**src/rtl/rc_pulse_to_differential_drive_macros.svh**
```systemverilog
// Assertion helpers for the RTL.
`ifndef RC_PULSE_TO_DIFFERENTIAL_DRIVE_MACROS_SVH
`define RC_PULSE_TO_DIFFERENTIAL_DRIVE_MACROS_SVH

// Check an implication within the same cycle.
`define RCPD_ASSERT_IMPLY(label, ante, cons, msg) \
    label: assert property (@(posedge clk) disable iff (!rst_n) (ante) |-> (cons)) \
        else $error(msg);

// Check an implication in the next cycle.
`define RCPD_ASSERT_NEXT(label, ante, cons, msg) \
    label: assert property (@(posedge clk) disable iff (!rst_n) (ante) |=> (cons)) \
        else $error(msg);

`endif

```
**src/rtl/rcpd_pkg.sv**
```systemverilog
`default_nettype none

package rcpd_pkg;

    localparam int STAMP_BITS_DEF = 16;
    localparam int IN_W           = 16;
    localparam int DB_W           = 10;
    localparam int POS_W          = 11;
    localparam int DUTY_W         = 11;
    localparam int SUM_W          = 16;
    localparam int MAG_W          = 15;
    localparam int CFG_INDEX_W    = 3;
    localparam int CFG_DATA_W     = 16;
    localparam int DIV_NUM_W_DEF  = STAMP_BITS_DEF + POS_W;

    localparam logic [CFG_INDEX_W-1:0] REG_VERT_IN_MIN    = 3'd0;
    localparam logic [CFG_INDEX_W-1:0] REG_VERT_IN_MAX    = 3'd1;
    localparam logic [CFG_INDEX_W-1:0] REG_HORIZ_IN_MIN   = 3'd2;
    localparam logic [CFG_INDEX_W-1:0] REG_HORIZ_IN_MAX   = 3'd3;
    localparam logic [CFG_INDEX_W-1:0] REG_DEAD_BAND      = 3'd4;
    localparam logic [CFG_INDEX_W-1:0] REG_POSITION_LIMIT = 3'd5;

    localparam logic [IN_W-1:0] VERT_IN_MIN_RST    = 16'd1045;
    localparam logic [IN_W-1:0] VERT_IN_MAX_RST    = 16'd2065;
    localparam logic [IN_W-1:0] HORIZ_IN_MIN_RST   = 16'd1130;
    localparam logic [IN_W-1:0] HORIZ_IN_MAX_RST   = 16'd1945;
    localparam logic [DB_W-1:0] DEAD_BAND_RST      = 10'd30;
    localparam logic [DB_W-1:0] POSITION_LIMIT_RST = 10'd500;

    // mix = (15 v +/- 4 h) / 10, the divide done as a multiply by 52429 / 2^19
    localparam logic signed [SUM_W-1:0] MIX_V_GAIN = 16'sd15;
    localparam logic signed [SUM_W-1:0] MIX_H_GAIN = 16'sd4;
    localparam logic [CFG_DATA_W-1:0]   MIX_RECIP  = 16'd52429;
    localparam int                      MIX_SHIFT  = 19;

    typedef struct packed {
        logic busy;
        logic done;
    } div_stat_t;

    typedef enum logic [3:0] {
        ST_IDLE,
        ST_MUL,
        ST_START,
        ST_WAIT,
        ST_SHAPE,
        ST_SUM,
        ST_MIX_L,
        ST_MIX_R,
        ST_OUT
    } rcpd_state_t;

endpackage

`default_nettype wire

```
**src/rtl/rcpd_if.sv**
```systemverilog
`default_nettype none

interface rcpd_capture_if #(
    parameter int STAMP_BITS = rcpd_pkg::STAMP_BITS_DEF
);
    logic                  valid;
    logic                  ready;
    logic                  channel;
    logic [STAMP_BITS-1:0] stamp;

    modport source (output valid, output channel, output stamp, input ready);
    modport sink   (input valid, input channel, input stamp, output ready);
endinterface

interface rcpd_drive_if;
    logic                                    valid;
    logic                                    ready;
    logic        [rcpd_pkg::DUTY_W-1:0]      left_forward;
    logic        [rcpd_pkg::DUTY_W-1:0]      left_reverse;
    logic        [rcpd_pkg::DUTY_W-1:0]      right_forward;
    logic        [rcpd_pkg::DUTY_W-1:0]      right_reverse;
    logic                                    counter_clear;
    logic signed [rcpd_pkg::POS_W-1:0]       vert_position;
    logic signed [rcpd_pkg::POS_W-1:0]       horiz_position;

    modport source (
        output valid, input ready,
        output left_forward, output left_reverse,
        output right_forward, output right_reverse,
        output counter_clear, output vert_position, output horiz_position
    );
    modport sink (
        input valid, output ready,
        input left_forward, input left_reverse,
        input right_forward, input right_reverse,
        input counter_clear, input vert_position, input horiz_position
    );
endinterface

`default_nettype wire

```
**src/rtl/rcpd_div.sv**
```systemverilog
`default_nettype none

module rcpd_div #(
    parameter int NUM_W = rcpd_pkg::DIV_NUM_W_DEF,
    parameter int DEN_W = rcpd_pkg::IN_W
) (
    input  logic                clk,
    input  logic                rst_n,
    input  logic                start,
    input  logic [NUM_W-1:0]    dividend,
    input  logic [DEN_W-1:0]    divisor,
    output logic [NUM_W-1:0]    quotient,
    output rcpd_pkg::div_stat_t stat
);

    localparam int CNT_W = $clog2(NUM_W + 1);

    logic [NUM_W-1:0] quo_reg;
    logic [DEN_W-1:0] rem_reg;
    logic [DEN_W-1:0] den_reg;
    logic [CNT_W-1:0] cnt_reg;
    logic             busy_reg;
    logic             done_reg;

    logic [DEN_W:0]   rem_sh;
    logic [DEN_W:0]   rem_sub;
    logic             fit;

    assign rem_sh  = {rem_reg, quo_reg[NUM_W-1]};
    assign rem_sub = rem_sh - {1'b0, den_reg};
    assign fit     = rem_sh >= {1'b0, den_reg};

    always_ff @(posedge clk or negedge rst_n)
    begin
        if (!rst_n)
        begin
            busy_reg <= 1'b0;
            done_reg <= 1'b0;
            cnt_reg  <= '0;
        end
        else
        begin
            if (start)
            begin
                busy_reg <= 1'b1;
                done_reg <= 1'b0;
                cnt_reg  <= CNT_W'(NUM_W);
            end
            else if (busy_reg)
            begin
                cnt_reg  <= cnt_reg - 1'b1;
                busy_reg <= (cnt_reg != CNT_W'(1));
                done_reg <= (cnt_reg == CNT_W'(1));
            end
            else
            begin
                done_reg <= 1'b0;
            end
        end
    end

    // one quotient bit per cycle, dividend shifted out of the quotient register
    always_ff @(posedge clk)
    begin
        if (start)
        begin
            quo_reg <= dividend;
            rem_reg <= '0;
            den_reg <= divisor;
        end
        else if (busy_reg)
        begin
            quo_reg <= {quo_reg[NUM_W-2:0], fit};
            rem_reg <= fit ? rem_sub[DEN_W-1:0] : rem_sh[DEN_W-1:0];
        end
    end

    assign quotient  = quo_reg;
    assign stat.busy = busy_reg;
    assign stat.done = done_reg;

endmodule

`default_nettype wire

```
**src/rtl/rc_pulse_to_differential_drive.sv**
```systemverilog
// Radio-control stick pulses to a differential (arcade) motor drive. Each capture beat names
// a stick channel and a timer stamp; per channel, beats alternate between a rising edge that
// stores the start and a falling edge that stores the pulse width when the end is later than
// the start, and raises counter_clear when the other channel is not armed. Both widths are
// then mapped onto -position_limit..+position_limit, zeroed together inside the deadband or
// clamped, and mixed into left = (15v + 4h) / 10 and right = (15v - 4h) / 10, each split into
// forward and reverse duties. One beat yields one drive beat. The block takes one capture
// beat at a time; the shared bit-serial divider produces one quotient bit per cycle for
// each of the two maps, and a finished drive beat waits in the output register while the
// next capture beat is taken. A span with maximum not above minimum maps that channel to
// zero.
`default_nettype none

`include "rc_pulse_to_differential_drive_macros.svh"

module rc_pulse_to_differential_drive #(
    parameter int STAMP_BITS = rcpd_pkg::STAMP_BITS_DEF
) (
    input  logic                                clk,
    input  logic                                rst_n,
    input  logic                                cfg_write,
    input  logic [rcpd_pkg::CFG_INDEX_W-1:0]    cfg_index,
    input  logic [rcpd_pkg::CFG_DATA_W-1:0]     cfg_data,
    rcpd_capture_if.sink                        capture,
    rcpd_drive_if.source                        drive
);

    localparam int IN_W   = rcpd_pkg::IN_W;
    localparam int DB_W   = rcpd_pkg::DB_W;
    localparam int POS_W  = rcpd_pkg::POS_W;
    localparam int DUTY_W = rcpd_pkg::DUTY_W;
    localparam int SUM_W  = rcpd_pkg::SUM_W;
    localparam int MAG_W  = rcpd_pkg::MAG_W;
    localparam int WW     = (STAMP_BITS > IN_W) ? STAMP_BITS : IN_W;
    localparam int NUMW   = WW + POS_W;
    localparam int PW     = NUMW + 2;
    localparam int PRODW  = WW + rcpd_pkg::CFG_DATA_W;

    // configuration
    logic [IN_W-1:0] vert_in_min_reg;
    logic [IN_W-1:0] vert_in_max_reg;
    logic [IN_W-1:0] horiz_in_min_reg;
    logic [IN_W-1:0] horiz_in_max_reg;
    logic [DB_W-1:0] dead_band_reg;
    logic [DB_W-1:0] position_limit_reg;

    // capture state
    logic                  vert_armed_reg;
    logic                  horiz_armed_reg;
    logic [STAMP_BITS-1:0] vert_start_reg;
    logic [STAMP_BITS-1:0] vert_width_reg;
    logic [STAMP_BITS-1:0] horiz_start_reg;
    logic [STAMP_BITS-1:0] horiz_width_reg;

    // sequencer and datapath
    rcpd_pkg::rcpd_state_t state_reg;
    rcpd_pkg::rcpd_state_t state_next;
    logic                  sel_reg;
    logic                  clr_reg;
    logic                  neg_reg;
    logic                  span_ok_reg;
    logic [IN_W-1:0]       span_reg;
    logic [PRODW-1:0]      prod_reg;
    logic signed [PW-1:0]  v_p_reg;
    logic signed [PW-1:0]  h_p_reg;
    logic signed [POS_W-1:0] v_pos_reg;
    logic signed [POS_W-1:0] h_pos_reg;
    logic [MAG_W-1:0]      l_mag_reg;
    logic [MAG_W-1:0]      r_mag_reg;
    logic                  l_pos_reg;
    logic                  r_pos_reg;
    logic [DUTY_W-1:0]     l_q_reg;

    // output register
    logic                  out_valid_reg;
    logic [DUTY_W-1:0]     lf_reg;
    logic [DUTY_W-1:0]     lr_reg;
    logic [DUTY_W-1:0]     rf_reg;
    logic [DUTY_W-1:0]     rr_reg;
    logic                  oclr_reg;
    logic signed [POS_W-1:0] ov_reg;
    logic signed [POS_W-1:0] oh_reg;

    logic                  accept;
    logic                  in_ready;
    logic                  out_load;
    logic [STAMP_BITS-1:0] stamp_in;

    logic [STAMP_BITS-1:0] w_sel;
    logic [IN_W-1:0]       lo_sel;
    logic [IN_W-1:0]       hi_sel;
    logic signed [WW:0]    diff;
    logic [WW:0]           diff_neg;
    logic [WW-1:0]         diff_mag;

    logic [WW-1:0]         mul_a;
    logic [rcpd_pkg::CFG_DATA_W-1:0] mul_b;
    logic [PRODW-1:0]      mul_p;

    logic                  div_start;
    logic [NUMW-1:0]       div_quo;
    rcpd_pkg::div_stat_t   div_stat;

    logic signed [PW-1:0]  q_s;
    logic signed [PW-1:0]  lim_p;
    logic signed [PW-1:0]  db_p;
    logic signed [PW-1:0]  p_map;
    logic signed [POS_W-1:0] lim_s;
    logic                  in_dead;
    logic signed [POS_W-1:0] v_clamp;
    logic signed [POS_W-1:0] h_clamp;

    logic signed [SUM_W-1:0] v16;
    logic signed [SUM_W-1:0] h16;
    logic signed [SUM_W-1:0] s_l;
    logic signed [SUM_W-1:0] s_r;
    logic [SUM_W-1:0]      s_l_neg;
    logic [SUM_W-1:0]      s_r_neg;
    logic [DUTY_W-1:0]     r_q;

    assign stamp_in = capture.stamp;
    assign accept   = capture.valid && in_ready;
    assign out_load = (state_reg == rcpd_pkg::ST_OUT) && (!out_valid_reg || drive.ready);

    // configuration writes
    always_ff @(posedge clk or negedge rst_n)
    begin
        if (!rst_n)
        begin
            vert_in_min_reg    <= rcpd_pkg::VERT_IN_MIN_RST;
            vert_in_max_reg    <= rcpd_pkg::VERT_IN_MAX_RST;
            horiz_in_min_reg   <= rcpd_pkg::HORIZ_IN_MIN_RST;
            horiz_in_max_reg   <= rcpd_pkg::HORIZ_IN_MAX_RST;
            dead_band_reg      <= rcpd_pkg::DEAD_BAND_RST;
            position_limit_reg <= rcpd_pkg::POSITION_LIMIT_RST;
        end
        else if (cfg_write)
        begin
            case (cfg_index)
                rcpd_pkg::REG_VERT_IN_MIN:    vert_in_min_reg    <= cfg_data;
                rcpd_pkg::REG_VERT_IN_MAX:    vert_in_max_reg    <= cfg_data;
                rcpd_pkg::REG_HORIZ_IN_MIN:   horiz_in_min_reg   <= cfg_data;
                rcpd_pkg::REG_HORIZ_IN_MAX:   horiz_in_max_reg   <= cfg_data;
                rcpd_pkg::REG_DEAD_BAND:      dead_band_reg      <= cfg_data[DB_W-1:0];
                rcpd_pkg::REG_POSITION_LIMIT: position_limit_reg <= cfg_data[DB_W-1:0];
                default: ;
            endcase
        end
    end

    // capture edges: arm on rising, measure on falling
    always_ff @(posedge clk or negedge rst_n)
    begin
        if (!rst_n)
        begin
            vert_armed_reg  <= 1'b0;
            horiz_armed_reg <= 1'b0;
            vert_start_reg  <= '0;
            vert_width_reg  <= '0;
            horiz_start_reg <= '0;
            horiz_width_reg <= '0;
            clr_reg         <= 1'b0;
        end
        else if (accept)
        begin
            if (!capture.channel)
            begin
                if (!vert_armed_reg)
                begin
                    clr_reg        <= 1'b0;
                    vert_start_reg <= stamp_in;
                    vert_armed_reg <= 1'b1;
                end
                else
                begin
                    clr_reg        <= !horiz_armed_reg;
                    vert_armed_reg <= 1'b0;
                    if (stamp_in > vert_start_reg)
                    begin
                        vert_width_reg <= stamp_in - vert_start_reg;
                    end
                end
            end
            else
            begin
                if (!horiz_armed_reg)
                begin
                    clr_reg         <= 1'b0;
                    horiz_start_reg <= stamp_in;
                    horiz_armed_reg <= 1'b1;
                end
                else
                begin
                    clr_reg         <= !vert_armed_reg;
                    horiz_armed_reg <= 1'b0;
                    if (stamp_in > horiz_start_reg)
                    begin
                        horiz_width_reg <= stamp_in - horiz_start_reg;
                    end
                end
            end
        end
    end

    // map operands for the channel in work
    always_comb
    begin
        w_sel    = sel_reg ? horiz_width_reg : vert_width_reg;
        lo_sel   = sel_reg ? horiz_in_min_reg : vert_in_min_reg;
        hi_sel   = sel_reg ? horiz_in_max_reg : vert_in_max_reg;
        diff     = $signed({1'b0, WW'(w_sel)}) - $signed({1'b0, WW'(lo_sel)});
        diff_neg = -diff;
        diff_mag = diff[WW] ? diff_neg[WW-1:0] : diff[WW-1:0];
    end

    assign mul_p = PRODW'(mul_a) * PRODW'(mul_b);

    rcpd_div #(
        .NUM_W (NUMW),
        .DEN_W (IN_W)
    ) u_div (
        .clk      (clk),
        .rst_n    (rst_n),
        .start    (div_start),
        .dividend (prod_reg[NUMW-1:0]),
        .divisor  (span_reg),
        .quotient (div_quo),
        .stat     (div_stat)
    );

    // signed quotient minus limit, deadband and clamp
    always_comb
    begin
        q_s     = $signed({2'b00, div_quo});
        lim_p   = $signed(PW'(position_limit_reg));
        db_p    = $signed(PW'(dead_band_reg));
        lim_s   = $signed({1'b0, position_limit_reg});
        p_map   = '0;
        if (span_ok_reg)
        begin
            p_map = (neg_reg ? -q_s : q_s) - lim_p;
        end
        in_dead = (v_p_reg > -db_p) && (v_p_reg < db_p)
                  && (h_p_reg > -db_p) && (h_p_reg < db_p);
        if (v_p_reg > lim_p)
        begin
            v_clamp = lim_s;
        end
        else if (v_p_reg < -lim_p)
        begin
            v_clamp = -lim_s;
        end
        else
        begin
            v_clamp = v_p_reg[POS_W-1:0];
        end
        if (h_p_reg > lim_p)
        begin
            h_clamp = lim_s;
        end
        else if (h_p_reg < -lim_p)
        begin
            h_clamp = -lim_s;
        end
        else
        begin
            h_clamp = h_p_reg[POS_W-1:0];
        end
    end

    // mix sums
    always_comb
    begin
        v16     = SUM_W'(v_pos_reg);
        h16     = SUM_W'(h_pos_reg);
        s_l     = v16 * rcpd_pkg::MIX_V_GAIN + h16 * rcpd_pkg::MIX_H_GAIN;
        s_r     = v16 * rcpd_pkg::MIX_V_GAIN - h16 * rcpd_pkg::MIX_H_GAIN;
        s_l_neg = -s_l;
        s_r_neg = -s_r;
        r_q     = prod_reg[rcpd_pkg::MIX_SHIFT +: DUTY_W];
    end

    // next state
    always_comb
    begin
        state_next = state_reg;
        case (state_reg)
            rcpd_pkg::ST_IDLE:
            begin
                if (accept)
                begin
                    state_next = rcpd_pkg::ST_MUL;
                end
            end
            rcpd_pkg::ST_MUL:   state_next = rcpd_pkg::ST_START;
            rcpd_pkg::ST_START: state_next = rcpd_pkg::ST_WAIT;
            rcpd_pkg::ST_WAIT:
            begin
                if (div_stat.done)
                begin
                    state_next = sel_reg ? rcpd_pkg::ST_SHAPE : rcpd_pkg::ST_MUL;
                end
            end
            rcpd_pkg::ST_SHAPE: state_next = rcpd_pkg::ST_SUM;
            rcpd_pkg::ST_SUM:   state_next = rcpd_pkg::ST_MIX_L;
            rcpd_pkg::ST_MIX_L: state_next = rcpd_pkg::ST_MIX_R;
            rcpd_pkg::ST_MIX_R: state_next = rcpd_pkg::ST_OUT;
            rcpd_pkg::ST_OUT:
            begin
                if (!out_valid_reg || drive.ready)
                begin
                    state_next = rcpd_pkg::ST_IDLE;
                end
            end
            default: state_next = rcpd_pkg::ST_IDLE;
        endcase
    end

    // sequencer outputs
    always_comb
    begin
        in_ready  = 1'b0;
        div_start = 1'b0;
        mul_a     = diff_mag;
        mul_b     = rcpd_pkg::CFG_DATA_W'({position_limit_reg, 1'b0});
        case (state_reg)
            rcpd_pkg::ST_IDLE:  in_ready = 1'b1;
            rcpd_pkg::ST_START: div_start = 1'b1;
            rcpd_pkg::ST_MIX_L:
            begin
                mul_a = WW'(l_mag_reg);
                mul_b = rcpd_pkg::MIX_RECIP;
            end
            rcpd_pkg::ST_MIX_R:
            begin
                mul_a = WW'(r_mag_reg);
                mul_b = rcpd_pkg::MIX_RECIP;
            end
            default: ;
        endcase
    end

    assign capture.ready = in_ready;

    always_ff @(posedge clk or negedge rst_n)
    begin
        if (!rst_n)
        begin
            state_reg     <= rcpd_pkg::ST_IDLE;
            sel_reg       <= 1'b0;
            out_valid_reg <= 1'b0;
        end
        else
        begin
            state_reg <= state_next;
            if (accept)
            begin
                sel_reg <= 1'b0;
            end
            else if ((state_reg == rcpd_pkg::ST_WAIT) && div_stat.done)
            begin
                sel_reg <= 1'b1;
            end
            if (out_load)
            begin
                out_valid_reg <= 1'b1;
            end
            else if (drive.ready)
            begin
                out_valid_reg <= 1'b0;
            end
        end
    end

    // datapath registers
    always_ff @(posedge clk)
    begin
        case (state_reg)
            rcpd_pkg::ST_MUL:
            begin
                prod_reg    <= mul_p;
                neg_reg     <= diff[WW];
                span_reg    <= hi_sel - lo_sel;
                span_ok_reg <= hi_sel > lo_sel;
            end
            rcpd_pkg::ST_WAIT:
            begin
                if (div_stat.done)
                begin
                    if (sel_reg)
                    begin
                        h_p_reg <= p_map;
                    end
                    else
                    begin
                        v_p_reg <= p_map;
                    end
                end
            end
            rcpd_pkg::ST_SHAPE:
            begin
                v_pos_reg <= in_dead ? '0 : v_clamp;
                h_pos_reg <= in_dead ? '0 : h_clamp;
            end
            rcpd_pkg::ST_SUM:
            begin
                l_mag_reg <= s_l[SUM_W-1] ? s_l_neg[MAG_W-1:0] : s_l[MAG_W-1:0];
                r_mag_reg <= s_r[SUM_W-1] ? s_r_neg[MAG_W-1:0] : s_r[MAG_W-1:0];
                l_pos_reg <= !s_l[SUM_W-1] && (s_l != '0);
                r_pos_reg <= !s_r[SUM_W-1] && (s_r != '0);
            end
            rcpd_pkg::ST_MIX_L:
            begin
                prod_reg <= mul_p;
            end
            rcpd_pkg::ST_MIX_R:
            begin
                l_q_reg  <= prod_reg[rcpd_pkg::MIX_SHIFT +: DUTY_W];
                prod_reg <= mul_p;
            end
            default: ;
        endcase
        if (out_load)
        begin
            lf_reg   <= l_pos_reg ? l_q_reg : '0;
            lr_reg   <= l_pos_reg ? '0 : l_q_reg;
            rf_reg   <= r_pos_reg ? r_q : '0;
            rr_reg   <= r_pos_reg ? '0 : r_q;
            oclr_reg <= clr_reg;
            ov_reg   <= v_pos_reg;
            oh_reg   <= h_pos_reg;
        end
    end

    assign drive.valid          = out_valid_reg;
    assign drive.left_forward   = lf_reg;
    assign drive.left_reverse   = lr_reg;
    assign drive.right_forward  = rf_reg;
    assign drive.right_reverse  = rr_reg;
    assign drive.counter_clear  = oclr_reg;
    assign drive.vert_position  = ov_reg;
    assign drive.horiz_position = oh_reg;

    `RCPD_ASSERT_IMPLY(a_pos_range, out_valid_reg, (ov_reg <= lim_s) && (ov_reg >= -lim_s) && (oh_reg <= lim_s) && (oh_reg >= -lim_s), "position beyond limit")
    `RCPD_ASSERT_IMPLY(a_dir_excl, out_valid_reg, ((lf_reg == '0) || (lr_reg == '0)) && ((rf_reg == '0) || (rr_reg == '0)), "forward and reverse both driven")
    `RCPD_ASSERT_IMPLY(a_div_start_idle, div_start, !div_stat.busy, "divider restarted while busy")
    `RCPD_ASSERT_NEXT(a_accept_busy, accept, !in_ready, "capture taken while an item is in work")

endmodule

`default_nettype wire

```
**src/flat_wrapper.sv**
```systemverilog
// flat-port wrapper written by rule: the top's interface ports become plain ports
module rc_pulse_to_differential_drive_flat 
#(
    parameter int STAMP_BITS = rcpd_pkg::STAMP_BITS_DEF
)
  (clk, rst_n, cfg_write, cfg_index, cfg_data, capture_valid, capture_channel, capture_stamp, capture_ready, drive_valid, drive_ready, drive_left_forward, drive_left_reverse, drive_right_forward, drive_right_reverse, drive_counter_clear, drive_vert_position, drive_horiz_position);
  rcpd_capture_if #(.STAMP_BITS(STAMP_BITS)) capture_i ();
  rcpd_drive_if drive_i ();
  input  logic clk;
  input  logic rst_n;
  input  logic cfg_write;
  input  logic [rcpd_pkg::CFG_INDEX_W-1:0] cfg_index;
  input  logic [rcpd_pkg::CFG_DATA_W-1:0] cfg_data;
  input wire logic [$bits(capture_i.valid)-1:0] capture_valid;
  input wire logic [$bits(capture_i.channel)-1:0] capture_channel;
  input wire logic [$bits(capture_i.stamp)-1:0] capture_stamp;
  output wire logic [$bits(capture_i.ready)-1:0] capture_ready;
  output wire logic [$bits(drive_i.valid)-1:0] drive_valid;
  input wire logic [$bits(drive_i.ready)-1:0] drive_ready;
  output wire logic [$bits(drive_i.left_forward)-1:0] drive_left_forward;
  output wire logic [$bits(drive_i.left_reverse)-1:0] drive_left_reverse;
  output wire logic [$bits(drive_i.right_forward)-1:0] drive_right_forward;
  output wire logic [$bits(drive_i.right_reverse)-1:0] drive_right_reverse;
  output wire logic [$bits(drive_i.counter_clear)-1:0] drive_counter_clear;
  output wire logic [$bits(drive_i.vert_position)-1:0] drive_vert_position;
  output wire logic [$bits(drive_i.horiz_position)-1:0] drive_horiz_position;
  assign capture_i.valid = capture_valid;
  assign capture_i.channel = capture_channel;
  assign capture_i.stamp = capture_stamp;
  assign capture_ready = capture_i.ready;
  assign drive_valid = drive_i.valid;
  assign drive_i.ready = drive_ready;
  assign drive_left_forward = drive_i.left_forward;
  assign drive_left_reverse = drive_i.left_reverse;
  assign drive_right_forward = drive_i.right_forward;
  assign drive_right_reverse = drive_i.right_reverse;
  assign drive_counter_clear = drive_i.counter_clear;
  assign drive_vert_position = drive_i.vert_position;
  assign drive_horiz_position = drive_i.horiz_position;
  rc_pulse_to_differential_drive #(.STAMP_BITS(STAMP_BITS)) u_core (.clk(clk), .rst_n(rst_n), .cfg_write(cfg_write), .cfg_index(cfg_index), .cfg_data(cfg_data), .capture(capture_i), .drive(drive_i));
endmodule
```
**config.mk**
```make
export PLATFORM = sky130hd
export DESIGN_NAME = rc_pulse_to_differential_drive_flat
export DESIGN_NICKNAME = d
export VERILOG_FILES = /design/src/rtl/rcpd_pkg.sv /design/src/rtl/rcpd_if.sv /design/src/rtl/rcpd_div.sv /design/src/rtl/rc_pulse_to_differential_drive.sv /design/src/flat_wrapper.sv
export VERILOG_INCLUDE_DIRS = /design/src /design/src/rtl
export SDC_FILE = /design/constraint.sdc
export NUM_CORES = 2
export LEC_CHECK = 0
export BUFFER_PORTS_ARGS = -buffer_cell sky130_fd_sc_hd__buf_2
export CORE_AREA = 10 10 217 322
export CTS_CLUSTER_DIAMETER = 120
export CTS_CLUSTER_SIZE = 24
export DETAILED_ROUTE_END_ITERATION = 10
export DIE_AREA = 0 0 227 332
export PLACE_DENSITY_LB_ADDON = 0.15
export SYNTH_ARGS = -nofsm -noshare
export SYNTH_HDL_FRONTEND = slang
export SYNTH_SLANG_ARGS = --single-unit
```
**constraint.sdc**
```tcl
create_clock -name clk -period 24.8 [get_ports clk]
set_input_delay 1.24 -clock clk [delete_from_list [all_inputs] [get_ports clk]]
set_output_delay 1.24 -clock clk [all_outputs]
set_load 0.02 [all_outputs]
```
==> impl_table.tex <==
\begin{tabular}{lr}
\hline
Metric & Value \\
\hline
\multicolumn{2}{l}{\textbf{Detailed routing}} \\
Total met2 wirelength after detailed routing & a little over 50000 um \\
Count of vias placed by the detailed router & 28300 \\
DRC violation count after routing & 0 \\
Met1 layer wirelength in the final routing & 36600 um \\
Max Used Layer & met4 \\
Initial DRC count & approximately 1800 \\
Post-detailed-route count of antenna-violating nets & 0 \\
Vias per inst & 6.01 \\
Wire per inst & 21.8 um \\
Initial DRT Pass Iterations & 5 \\
Routed wire length & 102000 um \\
Total length of routed met3 wires & 5190 um \\
\multicolumn{2}{l}{\textbf{Logic synthesis}} \\
Top cells by area, synth & sky130\_fd\_sc\_hd\_\_edfxtp\_1, sky130\_fd\_sc\_hd\_\_ha\_1, sky130\_fd\_sc\_hd\_\_fa\_1 \\
Mean instance size in the synthesized netlist & 9.95 um2 \\
Share of flip-flops with an asynchronous set or reset & 0.357 \\
Most common cell in the netlist & sky130\_fd\_sc\_hd\_\_inv\_1 \\
Number of register bits inferred by synthesis & 460 \\
Top cells by count, synth & sky130\_fd\_sc\_hd\_\_inv\_1, sky130\_fd\_sc\_hd\_\_ha\_1, sky130\_fd\_sc\_hd\_\_nand2\_1 \\
Post-synth top area share & 0.221 \\
Post-synth EDFFs & 280 \\
Sequential-to-total area share from yosys stat & 0.339 \\
Post-synth top area cell & sky130\_fd\_sc\_hd\_\_edfxtp\_1 \\
Cells after synthesis & 3818 \\
Yosys warning total & 0 \\
Most instantiated flip-flop cell in the synthesis netlist & sky130\_fd\_sc\_hd\_\_edfxtp\_1 \\
Syn Std Cell Area & $\sim$38000 um2 \\
Post-synth cell types & 103 \\
\multicolumn{2}{l}{\textbf{Global routing}} \\
First-pass GRT wire length & between 150000 and 200000 um \\
Pin count of the biggest net entering global routing & between 60 and 70 \\
GRT overflow & 0 \\
Number of antenna violations at the first check in global routing & 0 \\
Vias in the first global route & 29100 \\
Total routing usage reported by global routing & 0.272 \\
\multicolumn{2}{l}{\textbf{Timing}} \\
Ratio of final minimum period to clock period & 0.409 \\
Clk\_skew & 0.0398 ns \\
Normalized max-slew margin & 0.191 \\
Unrepaired setup endpoints after global routing & no \\
Minimum clock period & 10.15 ns \\
Post-route setup TNS & 0 ns \\
Final setup viols & 0 \\
Fin. Hold Viols & 0 \\
Max-slew violation count & 0 \\
Highest clock frequency the design can meet & about 99 MHz \\
Transition time of the tightest slew-check pin & 1.21 ns \\
\multicolumn{2}{l}{\textbf{Place}} \\
Placer Congestion & 0.999 \\
Hpwl dp & 82500 um \\
Number of I/O port buffers & 109 \\
\multicolumn{2}{l}{\textbf{Clock network}} \\
TritonCTS clock tree & built \\
Root Buffer Master & sky130\_fd\_sc\_hd\_\_clkbuf\_16 \\
Clock latency on the worst-skew pair & 0.60 ns \\
Post-CTS clock slew at the launch and capture registers of the worst setup and hold paths & 0.10 ns \\
Clock H-tree levels & 1 \\
\# clock sinks & 460 \\
Cts repair resizes & 0 \\
Total CTS buffers & 23 \\
Worst-case clock buffer depth & 3 \\
Post-cts hold buffer count & 0 \\
Total setup buffers inserted after CTS & 0 \\
\multicolumn{2}{l}{\textbf{Critical path}} \\
Endpoint required time on the critical path & approximately 25 ns \\
Register-to-register path setup slack & roughly 15 ns \\
Worst reg2reg path depth & 34 \\
Kind of capture point of the worst setup path & flop \\
CP Class & flop to flop \\
Worst setup endpoint & u\_core.prod\_reg[26]\$\_DFFE\_PP\_ \\
Reg-to-reg endpoint & u\_core.prod\_reg[26]\$\_DFFE\_PP\_ \\
Arrival time worst endpoint & roughly 10 ns \\
Cell with the most instances on the worst path & sky130\_fd\_sc\_hd\_\_fa\_1 \\
Crit path max fanout & 52 \\
Critical path origin & u\_core.sel\_reg\$\_DFFE\_PN0P\_ \\
Worst-path cell with the longest stage delay & sky130\_fd\_sc\_hd\_\_o311ai\_0 \\
Critical Path Start Type & flop \\
Largest incremental delay on the critical path & between 0.6 and 0.7 ns \\
RR Startpoint & u\_core.sel\_reg\$\_DFFE\_PN0P\_ \\
\multicolumn{2}{l}{\textbf{Worst hold path}} \\
Worst hold path class & flop to flop \\
\multicolumn{2}{l}{\textbf{Final layout}} \\
Antenna Cells & 0 \\
Utilization after layout & 0.626 \\
Growth of design area from synthesis to finish & 5.51\% \\
Flip-flop count of the largest register, all copies and words added & 30 \\
Share of layout cells above drive strength 1 & 0.105 \\
Number of nets in the layout & 4525 \\
\multicolumn{2}{l}{\textbf{Run}} \\
Maxcap violations & 0 \\
\multicolumn{2}{l}{\textbf{Floorplan}} \\
Full die area & 75400 um2 \\
Starting utilization of the core area & 0.593 \\
Die W & 227 um \\
Total I/O pin count & 110 \\
Cell row count & around 110 \\
Floorplan die height & 332 um \\
Placeable Area & 64000 um2 \\
\multicolumn{2}{l}{\textbf{Status}} \\
Status & completed \\
\hline
\end{tabular}
per-layer routing:
metal | vias up | GRT usage
li1 | 13400 | -
met1 | 13600 | 0.284
met2 | 894 | 0.482
met3 | 388 | 0.0377
met4 | 0 | 0.210
met5 | - | 0
worst min-delay path by stage:
stage | startpoint | to | slack [ns] | cells after the start
detailed placement | u_core.span_reg[12]$_DFFE_PP_ | u_core.u_div.den_reg[12]$_DFFE_PP_ | 0.40 | 0
CTS | u_core.span_reg[12]$_DFFE_PP_ | u_core.u_div.den_reg[12]$_DFFE_PP_ | 0.42 | 0
finish | u_core.span_reg[12]$_DFFE_PP_ | u_core.u_div.den_reg[12]$_DFFE_PP_ | 0.42 | 0
global placement | u_core.span_reg[8]$_DFFE_PP_ | u_core.u_div.den_reg[8]$_DFFE_PP_ | 0.40 | 0
global route | u_core.span_reg[11]$_DFFE_PP_ | u_core.u_div.den_reg[11]$_DFFE_PP_ | 0.43 | 0
floorplan | u_core.span_reg[0]$_DFFE_PP_ | u_core.u_div.den_reg[0]$_DFFE_PP_ | 0.40 | 0
critical path: cells and delay by family, from the launching register on:
kind / cells / cell delay, ns
AOI/OAI and AO/OA: 6 / 2.09
xor gates and xnor gates: 3 / 0.49
adders and majority gates: 9 / 4.03
buffers and inverters: 7 / 0.89
DFF: 1 / 0.35
muxes: 1 / 0.29
and+or+nand+nor: 8 / 1.70
placed cells by master (no fill, tap or decap), drive strengths merged, types with 17 or more instances in the layout:
| cell | n |
|---|---|
| nand2 | 321 |
| nor3 | 97 |
| nand2b | 37 |
| a21boi | 19 |
| nand3 | 78 |
| and2 | 49 |
| xor2 | 58 |
| clkbuf | 40 |
| a31oi | 32 |
| a211oi | 38 |
| o41ai | 17 |
| nor2b | 74 |
| a21oi | 147 |
| o21a | 45 |
| xnor2 | 162 |
| ha | 425 |
| mux2 | 140 |
| fa | 186 |
| o211ai | 20 |
| o31ai | 22 |
| edfxtp | 280 |
| mux2i | 59 |
| nand4 | 53 |
| dfrtp | 135 |
| and3 | 19 |
| buf | 142 |
| dfstp | 29 |
| a21o | 60 |
| nor2 | 274 |
| nor4 | 26 |
| inv | 454 |
| o21ai | 151 |
through the flow:
step	cells	hold WS, ns	worst slack (ns)	area, um2
detailed placement	4660	0.405	14.66	39400
global route	4702	0.432	13.87	40100
finish	4702	0.424	14.65	40100
global placement	4660	0.402	14.80	39400
floorplan	3819	0.400	15.79	38000
CTS	4702	0.419	14.61	40100
cell families (layout without fill, tap and decap cells):
family | Yosys count | after routing | share of synthesized area
buffers and inverters | 566 | 637 | 0.0573
other | 1 | 2 | 0.0000987
adders and majority gates | 611 | 611 | 0.238
AOI/OAI and AO/OA | 651 | 651 | 0.114
muxes | 199 | 199 | 0.0574
xor gates and xnor gates | 220 | 220 | 0.0511
DFF | 460 | 460 | 0.339
and+or+nand+nor | 1110 | 1110 | 0.143
final cells by class:
cell class	count	area [um2]
multi-input cells	2793	23000
clock inverters	2	28.8
flip-flops and latches	460	12900
repair buffers	142	800
well taps	812	1020
inverters	453	1700
clock buffers	40	639
fillers	5397	24000
Power is left out: the tool's default activity adds up to more than one toggle a clock period on the data nets, which glitch-free logic cannot reach.
